`config.mk`:
```
export PLATFORM = sky130hd
export DESIGN_NAME = mtg_cell
export DESIGN_NICKNAME = d
export VERILOG_FILES = /design/src/mtg_cell.sv
export SDC_FILE = /design/constraint.sdc
export NUM_CORES = 1
export LEC_CHECK = 0
export BUFFER_PORTS_ARGS = -buffer_cell sky130_fd_sc_hd__buf_2
export CELL_PAD_IN_SITES_DETAIL_PLACEMENT = 0
export CELL_PAD_IN_SITES_GLOBAL_PLACEMENT = 1
export CORE_ASPECT_RATIO = 0.9
export CORE_MARGIN = 2
export CORE_UTILIZATION = 25
export CTS_BUF_LIST = sky130_fd_sc_hd__clkbuf_16
export CTS_CLUSTER_SIZE = 16
export DETAILED_ROUTE_END_ITERATION = 8
export HOLD_SLACK_MARGIN = 0.05
export PLACE_DENSITY_LB_ADDON = 0.2
export SETUP_SLACK_MARGIN = 0.15
export SYNTH_ARGS = -nofsm -noshare
export SYNTH_HDL_FRONTEND = slang
export SYNTH_SLANG_ARGS = --single-unit
```
`constraint.sdc`:
```
create_clock -name clk -period 0.8 [get_ports clk]
set_input_delay 0.16 -clock clk [delete_from_list [all_inputs] [get_ports clk]]
set_output_delay 0.16 -clock clk [all_outputs]
set_load 0.05 [all_outputs]
```
`src/mtg_cell.sv`:
```
// one state word of the shift chain, loads its neighbor's word on shift
module mtg_cell (
	input  logic        clk,
	input  logic        shift,
	input  logic [31:0] d,
	output logic [31:0] q
);

	logic [31:0] word_q;

	always_ff @(posedge clk) begin
		if (shift) begin
			word_q <= d;
		end
	end

	assign q = word_q;

endmodule

```
==> insert_results.sql <==
INSERT INTO impl_metrics (metric_group, metric, value, unit) VALUES
('final_layout', 'proportion_of_layout_cells_with_a_drive_suffix_above_1', '0.673', ''),
('floorplan', 'die_height', '62.8', 'um'),
('clock_tree', 'cts-hold-fix-buffers', '0', ''),
('clock_tree', 'htree_num_levels', '2', ''),
('global_route', 'maximum_number_of_pins_on_one_net_before_global_route_repair', '20', ''),
('worst_setup_path', 'crit_arrival', '0.82', 'ns'),
('synthesis', 'yosys_register_bits', '32', ''),
('outcome', 'outcome', 'complete, but fails checks', ''),
('sta', 'number_of_hold_violations_in_the_final_report', '0', ''),
('synthesis', 'post-synth-top-area-cell', 'sky130_fd_sc_hd__edfxtp_1', ''),
('synthesis', 'yosys_warnings', '0', ''),
('clock_tree', 'clock_sinks', '32', ''),
('detailed_routing', 'drc', '0', ''),
('global_route', 'grt_first_pass_wirelength', '2730', 'um'),
('detailed_routing', 'avgRoutedWirePerCell', '11.2', 'um'),
('detailed_routing', 'via_count', '584', ''),
('global_route', 'grt_busiest_layer', 'met2', ''),
('power_and_ir_drop', 'leakage', '0.729', 'nW'),
('final_layout', 'multiInputCombCellCount', '0', ''),
('global_route', 'grt.met2_usage', '0.139', ''),
('final_layout', 'footprint_of_the_multi_input_gates', '0', 'um^2'),
('sta', 'pin_slew_with_the_least_headroom_to_its_limit', '0.112', 'ns'),
('outcome', 'violations', 'setup timing', ''),
('detailed_routing', 'antenna_violating_nets_post_route', '0', ''),
('floorplan', 'placement_rows', '21', ''),
('sta', 'max_freq', '1020', 'MHz'),
('synthesis', 'synth_top_cell_area_share', '1.00', ''),
('final_layout', 'diodes', '0', ''),
('sta', 'fin_ws', '-0.183', 'ns'),
('worst_setup_path', 'startpoint_type', 'flop', ''),
('floorplan', 'design.core.area', '3700', 'um^2'),
('final_layout', 'num-nets-final', '140', ''),
('clock_tree', 'post_cts.repair.setup_buffers', '0', ''),
('power_and_ir_drop', 'sum_of_internal_switching_and_leakage_power', '4.59', 'mW'),
('final_layout', 'most-common-layout-cells', '33 x sky130_fd_sc_hd__buf_2, 32 x sky130_fd_sc_hd__buf_6, 32 x sky130_fd_sc_hd__edfxtp_1', ''),
('worst_setup_path', 'crit_type', 'reg2out', ''),
('sta', 'clock_period_minus_final_worst_setup_slack', '0.983', 'ns'),
('hold_path', 'hold_path_class', 'in2reg', ''),
('synthesis', 'synth.yosys.seq_area_share', '1.00', ''),
('sta', 'max_slew_margin', '0.926', ''),
('detailed_routing', 'first_pass_iters', '2', ''),
('global_route', 'groute.usage.overall', '0.0873', ''),
('clock_tree', 'cts_tree', 'done', ''),
('final_layout', 'most_common_cell_after_layout_fill_and_taps_aside', 'sky130_fd_sc_hd__buf_2', ''),
('floorplan', 'die_width', '69.4', 'um'),
('worst_setup_path', 'critPathMaxFanout', '1', ''),
('worst_setup_path', 'max_stage_delay_on_crit_path', '0.39', 'ns'),
('synthesis', 'mappedNetlistNets', '66', ''),
('sta', 'timing.final.crit_share', '1.23', ''),
('global_route', 'met1_capacity_usage_during_global_routing', '0.0857', ''),
('worst_setup_path', 'required', '0.64', 'ns'),
('detailed_routing', 'finalWirelength', '1720', 'um'),
('sta', 'grt_setup_unrepaired', 'yes', ''),
('sta', 'final.hold.worst_slack', '0.0669', 'ns'),
('detailed_routing', 'mean_number_of_vias_per_cell', '3.82', ''),
('worst_setup_path', 'cp.buffers_inverters', '1', ''),
('synthesis', 'netlist_area', '961', 'um^2'),
('final_layout', 'final_design_instance_area_without_fill', '1720', 'um^2'),
('sta', 'setup_viol', '32', ''),
('detailed_routing', 'drtIter0Drc', '14', ''),
('global_route', 'antenna_found_initial', '0', ''),
('place', 'place.gp.congestion', '0.633', ''),
('worst_setup_path', 'crit_path_cell_trace', 'buf_6', ''),
('floorplan', 'floorplan.die_area', '4360', 'um^2'),
('power_and_ir_drop', 'ir_worst_vdd', '0.926', 'mV'),
('final_layout', 'largest_register_ffs', '32', ''),
('floorplan', 'floorplan.initialDensity', '0.259', ''),
('power_and_ir_drop', 'cellPowerDensity', '2670', 'nW/um^2'),
('worst_setup_path', 'worstSetupEndpointType', 'output pin', ''),
('clock_tree', 'cts_inserted_buffers', '5', ''),
('global_route', 'global_route.usage.met3', '0.0597', '');
metrics by stage:
| step | TNS [ns] | instances |
|---|---|---|
| floorplan | 0 | 32 |
| global placement | 0 | 145 |
| detailed placement | 0 | 145 |
| CTS | -5.72 | 153 |
| global route | -6.29 | 153 |
| finish | -5.25 | 153 |
per-layer routing:
metal	wire length (um)	up-vias
met3	167	5
li1	-	276
met4	24	0
met2	962	32
met1	567	271
met5	0	-
area by class of cell:
cell class	count	area, um^2
timing repair buffer	67	566
clock buffer	5	125
fill	337	1980
sequential	32	961
clock inverter	3	11.3
tap	46	57.6
logic make-up after synthesis:
| logic type | count (synthesis) | share of synthesized area |
|---|---|---|
| DFF | 32 | 1.00 |
cells in the mapped netlist:
cell and instances:
sky130_fd_sc_hd__edfxtp_1 32
path summary, 6_finish.rpt:
kind	startpoint	end	slack, ns	depth (start not counted)
worst max-delay path	q[17]	q[17]	-0.18	1
worst min-delay path	d[12]	q[12]	0.07	1
power by group:
group / leakage, nW / internal [mW] / switching, mW / total (mW)
clock: 0.0738 / 1.11 / 0.558 / 1.67
combinational: 0.342 / 0.311 / 0.552 / 0.862
sequential: 0.313 / 2.00 / 0.0562 / 2.06
total: 0.729 / 3.42 / 1.17 / 4.59
what timing repair did:
item / in CTS / in global routing
pin swaps: 0 / 0
hold endpoints to repair: 0 / 0
endpoints found under the setup margin: 32 / 32
gates resized for setup: 64 / 0
(Power assumes the default switching activity.)
