**config.mk**
```make
export PLATFORM = sky130hd
export DESIGN_NAME = mtg_seeder
export DESIGN_NICKNAME = d
export VERILOG_FILES = /design/src/mtg_pkg.sv /design/src/mtg_seeder.sv
export SDC_FILE = /design/constraint.sdc
export NUM_CORES = 1
export LEC_CHECK = 0
export BUFFER_PORTS_ARGS = -buffer_cell sky130_fd_sc_hd__buf_2
export CAP_MARGIN = 0
export CORE_ASPECT_RATIO = 1.4
export CORE_UTILIZATION = 60
export CTS_CLUSTER_SIZE = 10
export DETAILED_ROUTE_END_ITERATION = 7
export GPL_TIMING_DRIVEN = 0
export PLACE_DENSITY_LB_ADDON = 0.1
export SKIP_CTS_REPAIR_TIMING = 1
export SYNTH_ARGS = -nofsm -noshare
export SYNTH_HDL_FRONTEND = slang
export SYNTH_SLANG_ARGS = --single-unit
```
**constraint.sdc**
```tcl
create_clock -name clk -period 11.8 [get_ports clk]
set_clock_uncertainty 0.1 [all_clocks]
set_input_delay 0.59 -clock clk [delete_from_list [all_inputs] [get_ports clk]]
set_output_delay 0.59 -clock clk [all_outputs]
set_load 0.05 [all_outputs]
```
**src/mtg_pkg.sv**
```systemverilog
// shared constants, types and functions of the mersenne twister generator
package mtg_pkg;

	localparam int unsigned STATE_WORDS  = 624;
	localparam int unsigned SHIFT_OFFSET = 397;
	localparam int unsigned IDX_W        = $clog2(STATE_WORDS);

	localparam logic [31:0] TWIST_MATRIX  = 32'h9908_B0DF;
	localparam logic [31:0] TEMPER_MASK_B = 32'h9D2C_5680;
	localparam logic [31:0] TEMPER_MASK_C = 32'hEFC6_0000;
	localparam logic [31:0] INIT_MULT     = 32'd1812433253;

	localparam logic [IDX_W-1:0] LAST_IDX = IDX_W'(STATE_WORDS - 1);

	localparam logic MODE_SEED    = 1'b0;
	localparam logic MODE_EXTRACT = 1'b1;

	localparam logic STATUS_OK       = 1'b0;
	localparam logic STATUS_UNSEEDED = 1'b1;

	// handshake between the seed sequencer and the chain
	typedef struct packed {
		logic busy;
		logic shift;
	} mtg_seed_ctl_t;

	// next word of the recurrence from the oldest, second oldest and middle taps
	function automatic logic [31:0] twist_word(input logic [31:0] x0, input logic [31:0] x1,
			input logic [31:0] xm);
		logic [31:0] x;
		logic [31:0] xa;
		x  = {x0[31], x1[30:0]};
		xa = {1'b0, x[31:1]};
		if (x[0]) begin
			xa = xa ^ TWIST_MATRIX;
		end
		return xm ^ xa;
	endfunction

	function automatic logic [31:0] temper(input logic [31:0] y_in);
		logic [31:0] y;
		y = y_in;
		y = y ^ (y >> 11);
		y = y ^ ((y << 7) & TEMPER_MASK_B);
		y = y ^ ((y << 15) & TEMPER_MASK_C);
		y = y ^ (y >> 18);
		return y;
	endfunction

endpackage

```
**src/mtg_seeder.sv**
```systemverilog
// seed sequencer: produces the 624 initialization words through alternating multiply and add phases
module mtg_seeder (
	input  logic                           clk,
	input  logic                           arst_n,
	input  logic                           start,
	input  logic [31:0]                    seed_value,
	output mtg_pkg::mtg_seed_ctl_t         ctl,
	output logic [31:0]                    word
);

	logic                      busy_q;
	logic                      phase_q;
	logic [mtg_pkg::IDX_W-1:0] idx_q;
	logic [31:0]               prev_q;
	logic [31:0]               prod_q;
	logic [31:0]               sum;

	// multiply phase then add-and-emit phase
	assign sum = prod_q + 32'(idx_q);

	always_ff @(posedge clk or negedge arst_n) begin
		if (!arst_n) begin
			busy_q  <= 1'b0;
			phase_q <= 1'b0;
			idx_q   <= '0;
		end else if (start) begin
			busy_q  <= 1'b1;
			phase_q <= 1'b0;
			idx_q   <= mtg_pkg::IDX_W'(1);
		end else if (busy_q) begin
			phase_q <= ~phase_q;
			if (phase_q) begin
				idx_q <= idx_q + mtg_pkg::IDX_W'(1);
				if (idx_q == mtg_pkg::LAST_IDX) begin
					busy_q <= 1'b0;
				end
			end
		end
	end

	always_ff @(posedge clk) begin
		if (start) begin
			prev_q <= seed_value;
		end else if (busy_q) begin
			if (!phase_q) begin
				prod_q <= mtg_pkg::INIT_MULT * (prev_q ^ (prev_q >> 30));
			end else begin
				prev_q <= sum;
			end
		end
	end

	assign ctl.busy  = busy_q;
	assign ctl.shift = start | (busy_q & phase_q);
	assign word      = start ? seed_value : sum;

endmodule

```
==> summary.txt, run 1 <==
Clock Tree Buf Depth: 2
number of setup violations in the final report: 0
fin nets: 1,573
TNS Setup: 0 ns
ys flop type: edfxtp_1
FF-to-FF End: prod_q[29]$_DFFE_PP_
Syn Area/Cell: 10.4 µm²
total gr overflow: 0
Vias/cell: 5.62
ranking of synthesized cells by area: fa_1 26%, ha_1 24%, edfxtp_1 17%
Seq. cell area: 0.00222 mm²
clk_lat worst skew: 0.33 ns
syn_nets: 1,491
GRT Overall Usage: 0.308
TritonRoute pass-1 iters: 5
final hold vios: 0
antenna-violating nets left: 0
outcome: completed
WL/cell: 19.5 µm
filler instances: 1,543
clock sink total: 76
DIE AREA: 0.0195 mm²
antenna violations before repair: 0
Cell variety after synth: 48
Gate Count Post-Synth: 1,089
critical-path maximum fanout: 9
Slew @ Worst Pin: 1.23 ns
fraction of layout cells with a size suffix above 1: 0.0876
Worst Hold Class: input port to async pin
die span in x: 118 µm
Tcrit/Tclk final: 0.694
MaxCap Viol Count: 0
Synth top cells by count: 258 x inv_1, 220 x ha_1, 147 x fa_1
Max Freq: 0.122 GHz
Placeable Area: 0.0186 mm²
EDFF count, synth: 64
H-tree depth: 3
Clock Tree Root: clkbuf_16
Worst setup SP type: flop
via count: 7,977
initial core utilization: 0.611
CTS tree: built
minimum clock period: 8.18 ns
Area Overhead vs Synth: 8.33%
drt drc: 0
Post-Syn Area: 0.0114 mm²
Multi-input gate area: 0.00812 mm²
die height: 165 µm
CP Class: flop to flop
first-pass GRT wire length: 45,100 µm
Routed WL: 27,800 µm
count leader, synth: inv_1
largest net degree at the start of global routing: 39
port bufs: 68
Ys Warns: 0
Reg clk slew, reported paths: 0.06 ns
TritonCTS Buffers: 9
io pins: 69
row count: 59
Final Wtd Congestion: 0.881
DPL Wire Length: 22,700 µm
Final Max Tran Viols: 0
worst r2r path cells: 24
top cell type's share of synthesized area: 0.259
vias in the first global route: 8,658
reg2reg setup slack: 3.62 ns
diode count: 0
Seq cells post-synth: 76
Yosys top cell by area: fa_1
RR Startpoint: prev_q[31]$_DFFE_PP_
DRT iter0 DRCs: 435
Required @ worst endpoint: 11.77 ns
worst endpoint data arrival time: 8.16 ns
Async SR Flop Fraction: 0.158
Slew headroom: 0.179
post-synthesis sequential area ratio: 0.196
Crit. End Element: flop
RSZ-0062 raised after global routing: false
worst max-delay path by stage:
stage                          from                    to  slack, ns  cells after the start
6_report       prev_q[31]$_DFFE_PP_  prod_q[29]$_DFFE_PP_       3.62                     24
5_1_grt        prev_q[31]$_DFFE_PP_  prod_q[29]$_DFFE_PP_       3.34                     24
4_1_cts        prev_q[30]$_DFFE_PP_  prod_q[29]$_DFFE_PP_       3.33                     24
3_5_place_dp   prev_q[30]$_DFFE_PP_  prod_q[29]$_DFFE_PP_       3.40                     24
3_3_place_gp   prev_q[30]$_DFFE_PP_  prod_q[29]$_DFFE_PP_       3.40                     24
2_1_floorplan  prev_q[30]$_DFFE_PP_  prod_q[29]$_DFFE_PP_       5.15                     24
flip-flops by register name, summed over array words and instances, names as in the netlist:
register / flops
prev_q: 32
prod_q: 32
idx_q: 10
busy_q: 1
phase_q: 1
layer usage:
metal / GRT usage / vias up / share of wire
li1: - / 3737 / -
met1: 0.362 / 3969 / 0.39
met2: 0.576 / 201 / 0.53
met3: 0.0266 / 70 / 0.036
met4: 0.125 / 0 / 0.041
met5: 0 / - / 0
logic make-up (layout without fill, tap and decap cells):
group	count (synthesis)	in the layout	share of synthesized area
multiplexers	1	1	0.000991
AO/OA/AOI/OAI	149	149	0.0829
flip-flops	76	76	0.196
adder cells (fa/ha/maj)	367	367	0.501
XOR/XNOR	90	90	0.0694
AND/OR/NAND/NOR	135	135	0.0599
buffers and inverters	271	358	0.0900
cell type report:
| type | count | area share |
|---|---|---|
| repair buffers | 71 | 0.0298 |
| well taps | 244 | 0.0248 |
| inverters | 258 | 0.0787 |
| multi-input cells | 742 | 0.660 |
| clock inverters | 7 | 0.00346 |
| flip-flops and latches | 76 | 0.181 |
| plain buffers | 13 | 0.00437 |
| clock buffers | 9 | 0.0183 |
cells in the final DEF, fill, tap and decap left out, types with 3 or more instances in the layout:
cell / instances
and3_1: 6
a211o_1: 3
edfxtp_1: 64
ha_1: 220
nor3_1: 10
buf_2: 69
a21oi_1: 34
o21ai_0: 48
o21a_1: 3
clkbuf_1: 11
xor2_1: 45
and2_1: 3
a211oi_1: 13
xnor2_1: 45
o31ai_1: 7
o2111ai_1: 5
inv_1: 258
or3_1: 3
nor2_1: 25
dfrtp_1: 12
nand2_1: 46
a21o_1: 10
nand2b_1: 5
and4_4: 3
fa_1: 147
clkbuf_16: 9
o21bai_1: 5
o211ai_1: 10
nor2b_1: 4
nand3_1: 12
nand4_1: 4
buf_4: 3
worst max-delay path: stages, from the launching register on:
cell	delay, ns
edfxtp_1	0.45
xor2_1	0.98
xor2_1	0.57
ha_1	0.35
or2_2	0.29
ha_1	0.27
inv_1	0.05
fa_1	0.48
inv_1	0.05
ha_1	0.19
fa_1	0.49
fa_1	0.52
fa_1	0.50
inv_1	0.05
fa_1	0.48
inv_1	0.05
ha_1	0.34
and3_1	0.23
and3_1	0.20
a32oi_1	0.30
nand3_1	0.20
a31o_2	0.31
a21o_1	0.17
a21oi_1	0.19
xnor2_1	0.10
metrics by stage:
| step | utilization | setup slack [ns] | area (µm²) | cells | hold slack (ns) |
|---|---|---|---|---|---|
| global placement | 0.645 | 3.40 | 12000 | 1401 | 0.379 |
| detailed placement | 0.647 | 3.40 | 12000 | 1403 | 0.381 |
| global route | 0.662 | 3.34 | 12300 | 1420 | 0.0474 |
| finish | 0.662 | 3.62 | 12300 | 1420 | 0.0295 |
| CTS | 0.661 | 3.33 | 12300 | 1419 | 0.0280 |
| floorplan | - | 5.15 | 11400 | 1089 | 0.194 |
Power of run 1 is not shown: default switching activity piles up to over one toggle a cycle in this logic, so the estimate is an artifact.
==> run 2: changes to the inputs <==
CORE_UTILIZATION = 58   (was 60)
clock period = 6.75 ns   (was 11.8 ns; I/O delays follow)
==> run 2 against run 1 <==
Against the previous run:
- highest routed layer unchanged
- final cell count is 4.5% higher
- clock-buffer cell count is 2 higher
- critical path depth is 1 higher
- largest cell class unchanged
- utilization is 1.9 points higher
- global-route usage is 0.98 points lower
- sequential share of layout area is 1.1 points lower
- non-clock buffer count is 60 higher
==> summary.txt, run 2 (same netlist as run 1, synthesis figures left out) <==
CTS tree: built
Final Wtd Congestion: 0.879 (-0.26%)
CP Class: flop to flop
CP Launch Point: prev_q[30]$_DFFE_PP_
largest net degree at the start of global routing: 39 (unchanged)
Area Overhead vs Synth: 15.1%
FF-to-FF End: prod_q[29]$_DFFE_PP_
placed insts: 1,409 (+0.43%)
Tcrit/Tclk final: 0.986 (+0.293)
Layout Cells excl Fill: 1,484 (+4.5%)
Clock Tree Buf Depth: 2 (unchanged)
DPL Wire Length: 22,700 µm (+0.22%)
RR Startpoint: prev_q[30]$_DFFE_PP_
Clock Tree Root: clkbuf_16
Max Freq: 0.150 GHz (+23%)
TritonCTS Buffers: 9 (unchanged)
vias in the first global route: 8,614 (-0.51%)
TritonRoute pass-1 iters: 5 (unchanged)
total gr overflow: 0 (unchanged)
diode count: 0 (unchanged)
Placeable Area: 0.0192 mm² (+3.3%)
worst r2r path cells: 25 (+4.2%)
critical-path maximum fanout: 5 (-4)
H-tree depth: 3 (unchanged)
Final Max Tran Viols: 0 (unchanged)
Slew headroom: 0.392 (+0.213)
most used cell, CP: fa_1
minimum clock period: 6.66 ns (-1.53 ns)
Hold EP: prev_q[2]$_DFFE_PP_
Crit path largest cell delay: 0.54 ns (-0.44 ns)
Crit path max-delay family: adder cells
fin nets: 1,633 (+3.8%)
Worst setup SP type: flop
Required @ worst endpoint: 6.73 ns (-5.04 ns)
WL/cell: 19.2 µm (-1.9%)
DIE AREA: 0.0202 mm² (+3.4%)
io pins: 69 (unchanged)
initial core utilization: 0.591 (-0.0196)
Routed WL: 28,500 µm (+2.6%)
GRT Overall Usage: 0.298 (-0.00977)
MaxCap Viol Count: 0 (unchanged)
antenna-violating nets left: 0 (unchanged)
number of setup violations in the final report: 0 (unchanged)
final hold vios: 0 (unchanged)
die span in x: 120 µm (+1.7%)
RSZ-0062 raised after global routing: true
port bufs: 68 (unchanged)
most frequent cells in the layout: 255 x inv_1, 209 x ha_1, 146 x fa_1, 69 x buf_2, 64 x edfxtp_1
via count: 8,136 (+2.0%)
Vias/cell: 5.48 (-2.4%)
Crit. End Element: flop
Worst Hold Class: input port to flop
Slew @ Worst Pin: 0.913 ns (-0.315 ns)
Reg clk slew, reported paths: 0.06 ns (about the same)
clk_lat worst skew: 0.34 ns (about the same)
die height: 168 µm (+1.7%)
fraction of layout cells with a size suffix above 1: 0.155 (+0.0678)
WHS Path Cells: 3
commonest non-fill, non-tap cell in the layout: inv_1
row count: 60 (+1.7%)
DRT iter0 DRCs: 414 (-4.8%)
clock sink total: 76 (unchanged)
Crit-path slowest cell: fa_1
reg2reg setup slack: 0.09 ns (-3.52 ns)
first-pass GRT wire length: 45,100 µm (+0.14%)
drt drc: 0 (unchanged)
antenna violations before repair: 0 (unchanged)
biggest regs: prev_q (32), prod_q (32), idx_q (10)
CP bufs+invs: 5 (+1)
outcome: completed
Worst Min Path Start: seed_value[2]
worst endpoint data arrival time: 6.63 ns (-1.53 ns)
run 2: cell count changes in the layout (fill, tap and decap cells not counted), moves of 4 or more:
cell    previous run  this run
ha_1             220       209
buf_4              3        54
buf_12             0         4
ha_2               0         4
ha_4               0         7
run 2: worst max path at each step:
| stage | cells after the start | slack [ns] | endpoint |
|---|---|---|---|
| 2_1_floorplan | 24 | 0.1 | prod_q[29]$_DFFE_PP_ |
| 3_3_place_gp | 24 | -1.73 | prod_q[29]$_DFFE_PP_ |
| 3_5_place_dp | 24 | -1.50 | prod_q[29]$_DFFE_PP_ |
| 4_1_cts | 24 | -1.56 | prod_q[29]$_DFFE_PP_ |
| 5_1_grt | 25 | -0.08 | prod_q[29]$_DFFE_PP_ |
| 6_report | 25 | 0.09 | prod_q[29]$_DFFE_PP_ |
run 2: per-layer routing:
layer,vias to the layer above,global-route usage,share of wire
met5,-,0,0
met1,4082,0.354,0.39
met4,0,0.0982,0.028
met2,156,0.556,0.55
li1,3861,-,-
met3,37,0.0283,0.036
run 2: cell type report:
type	instances	area, µm²
repair buffers	131	888
plain buffers	13	53.8
clock buffers	11	233
well taps	248	310
fillers	1570	6140
inverters	258	968
clock inverters	5	36.3
multi-input cells	742	8370
flip-flops and latches	76	2220
run 2: through the flow:
step / area, µm² / utilization / setup TNS (ns) / hold WS [ns] / setup WS (ns)
after floorplan: 11400 / - / 0 / -0.0581 / 0.0972
after global placement: 12000 / 0.625 / -14.07 / 0.125 / -1.73
after detailed placement: 12100 / 0.628 / -11.47 / 0.134 / -1.50
after CTS: 12300 / 0.642 / -12.17 / -0.224 / -1.56
after global routing: 13100 / 0.681 / -0.0833 / 0.235 / -0.0789
final: 13100 / 0.681 / 0 / 0.224 / 0.0935
run 2: worst register-to-register path: cells and delay by family (launching register included):
| kind | cells | cell delay (ns) |
|---|---|---|
| xor gates and xnor gates | 3 | 0.55 |
| AOI/OAI and AO/OA | 4 | 0.79 |
| DFF | 1 | 0.50 |
| buffers and inverters | 5 | 0.34 |
| and+or+nand+nor | 4 | 0.74 |
| adders and majority gates | 9 | 3.37 |
Power of run 2 is left out for the same reason.
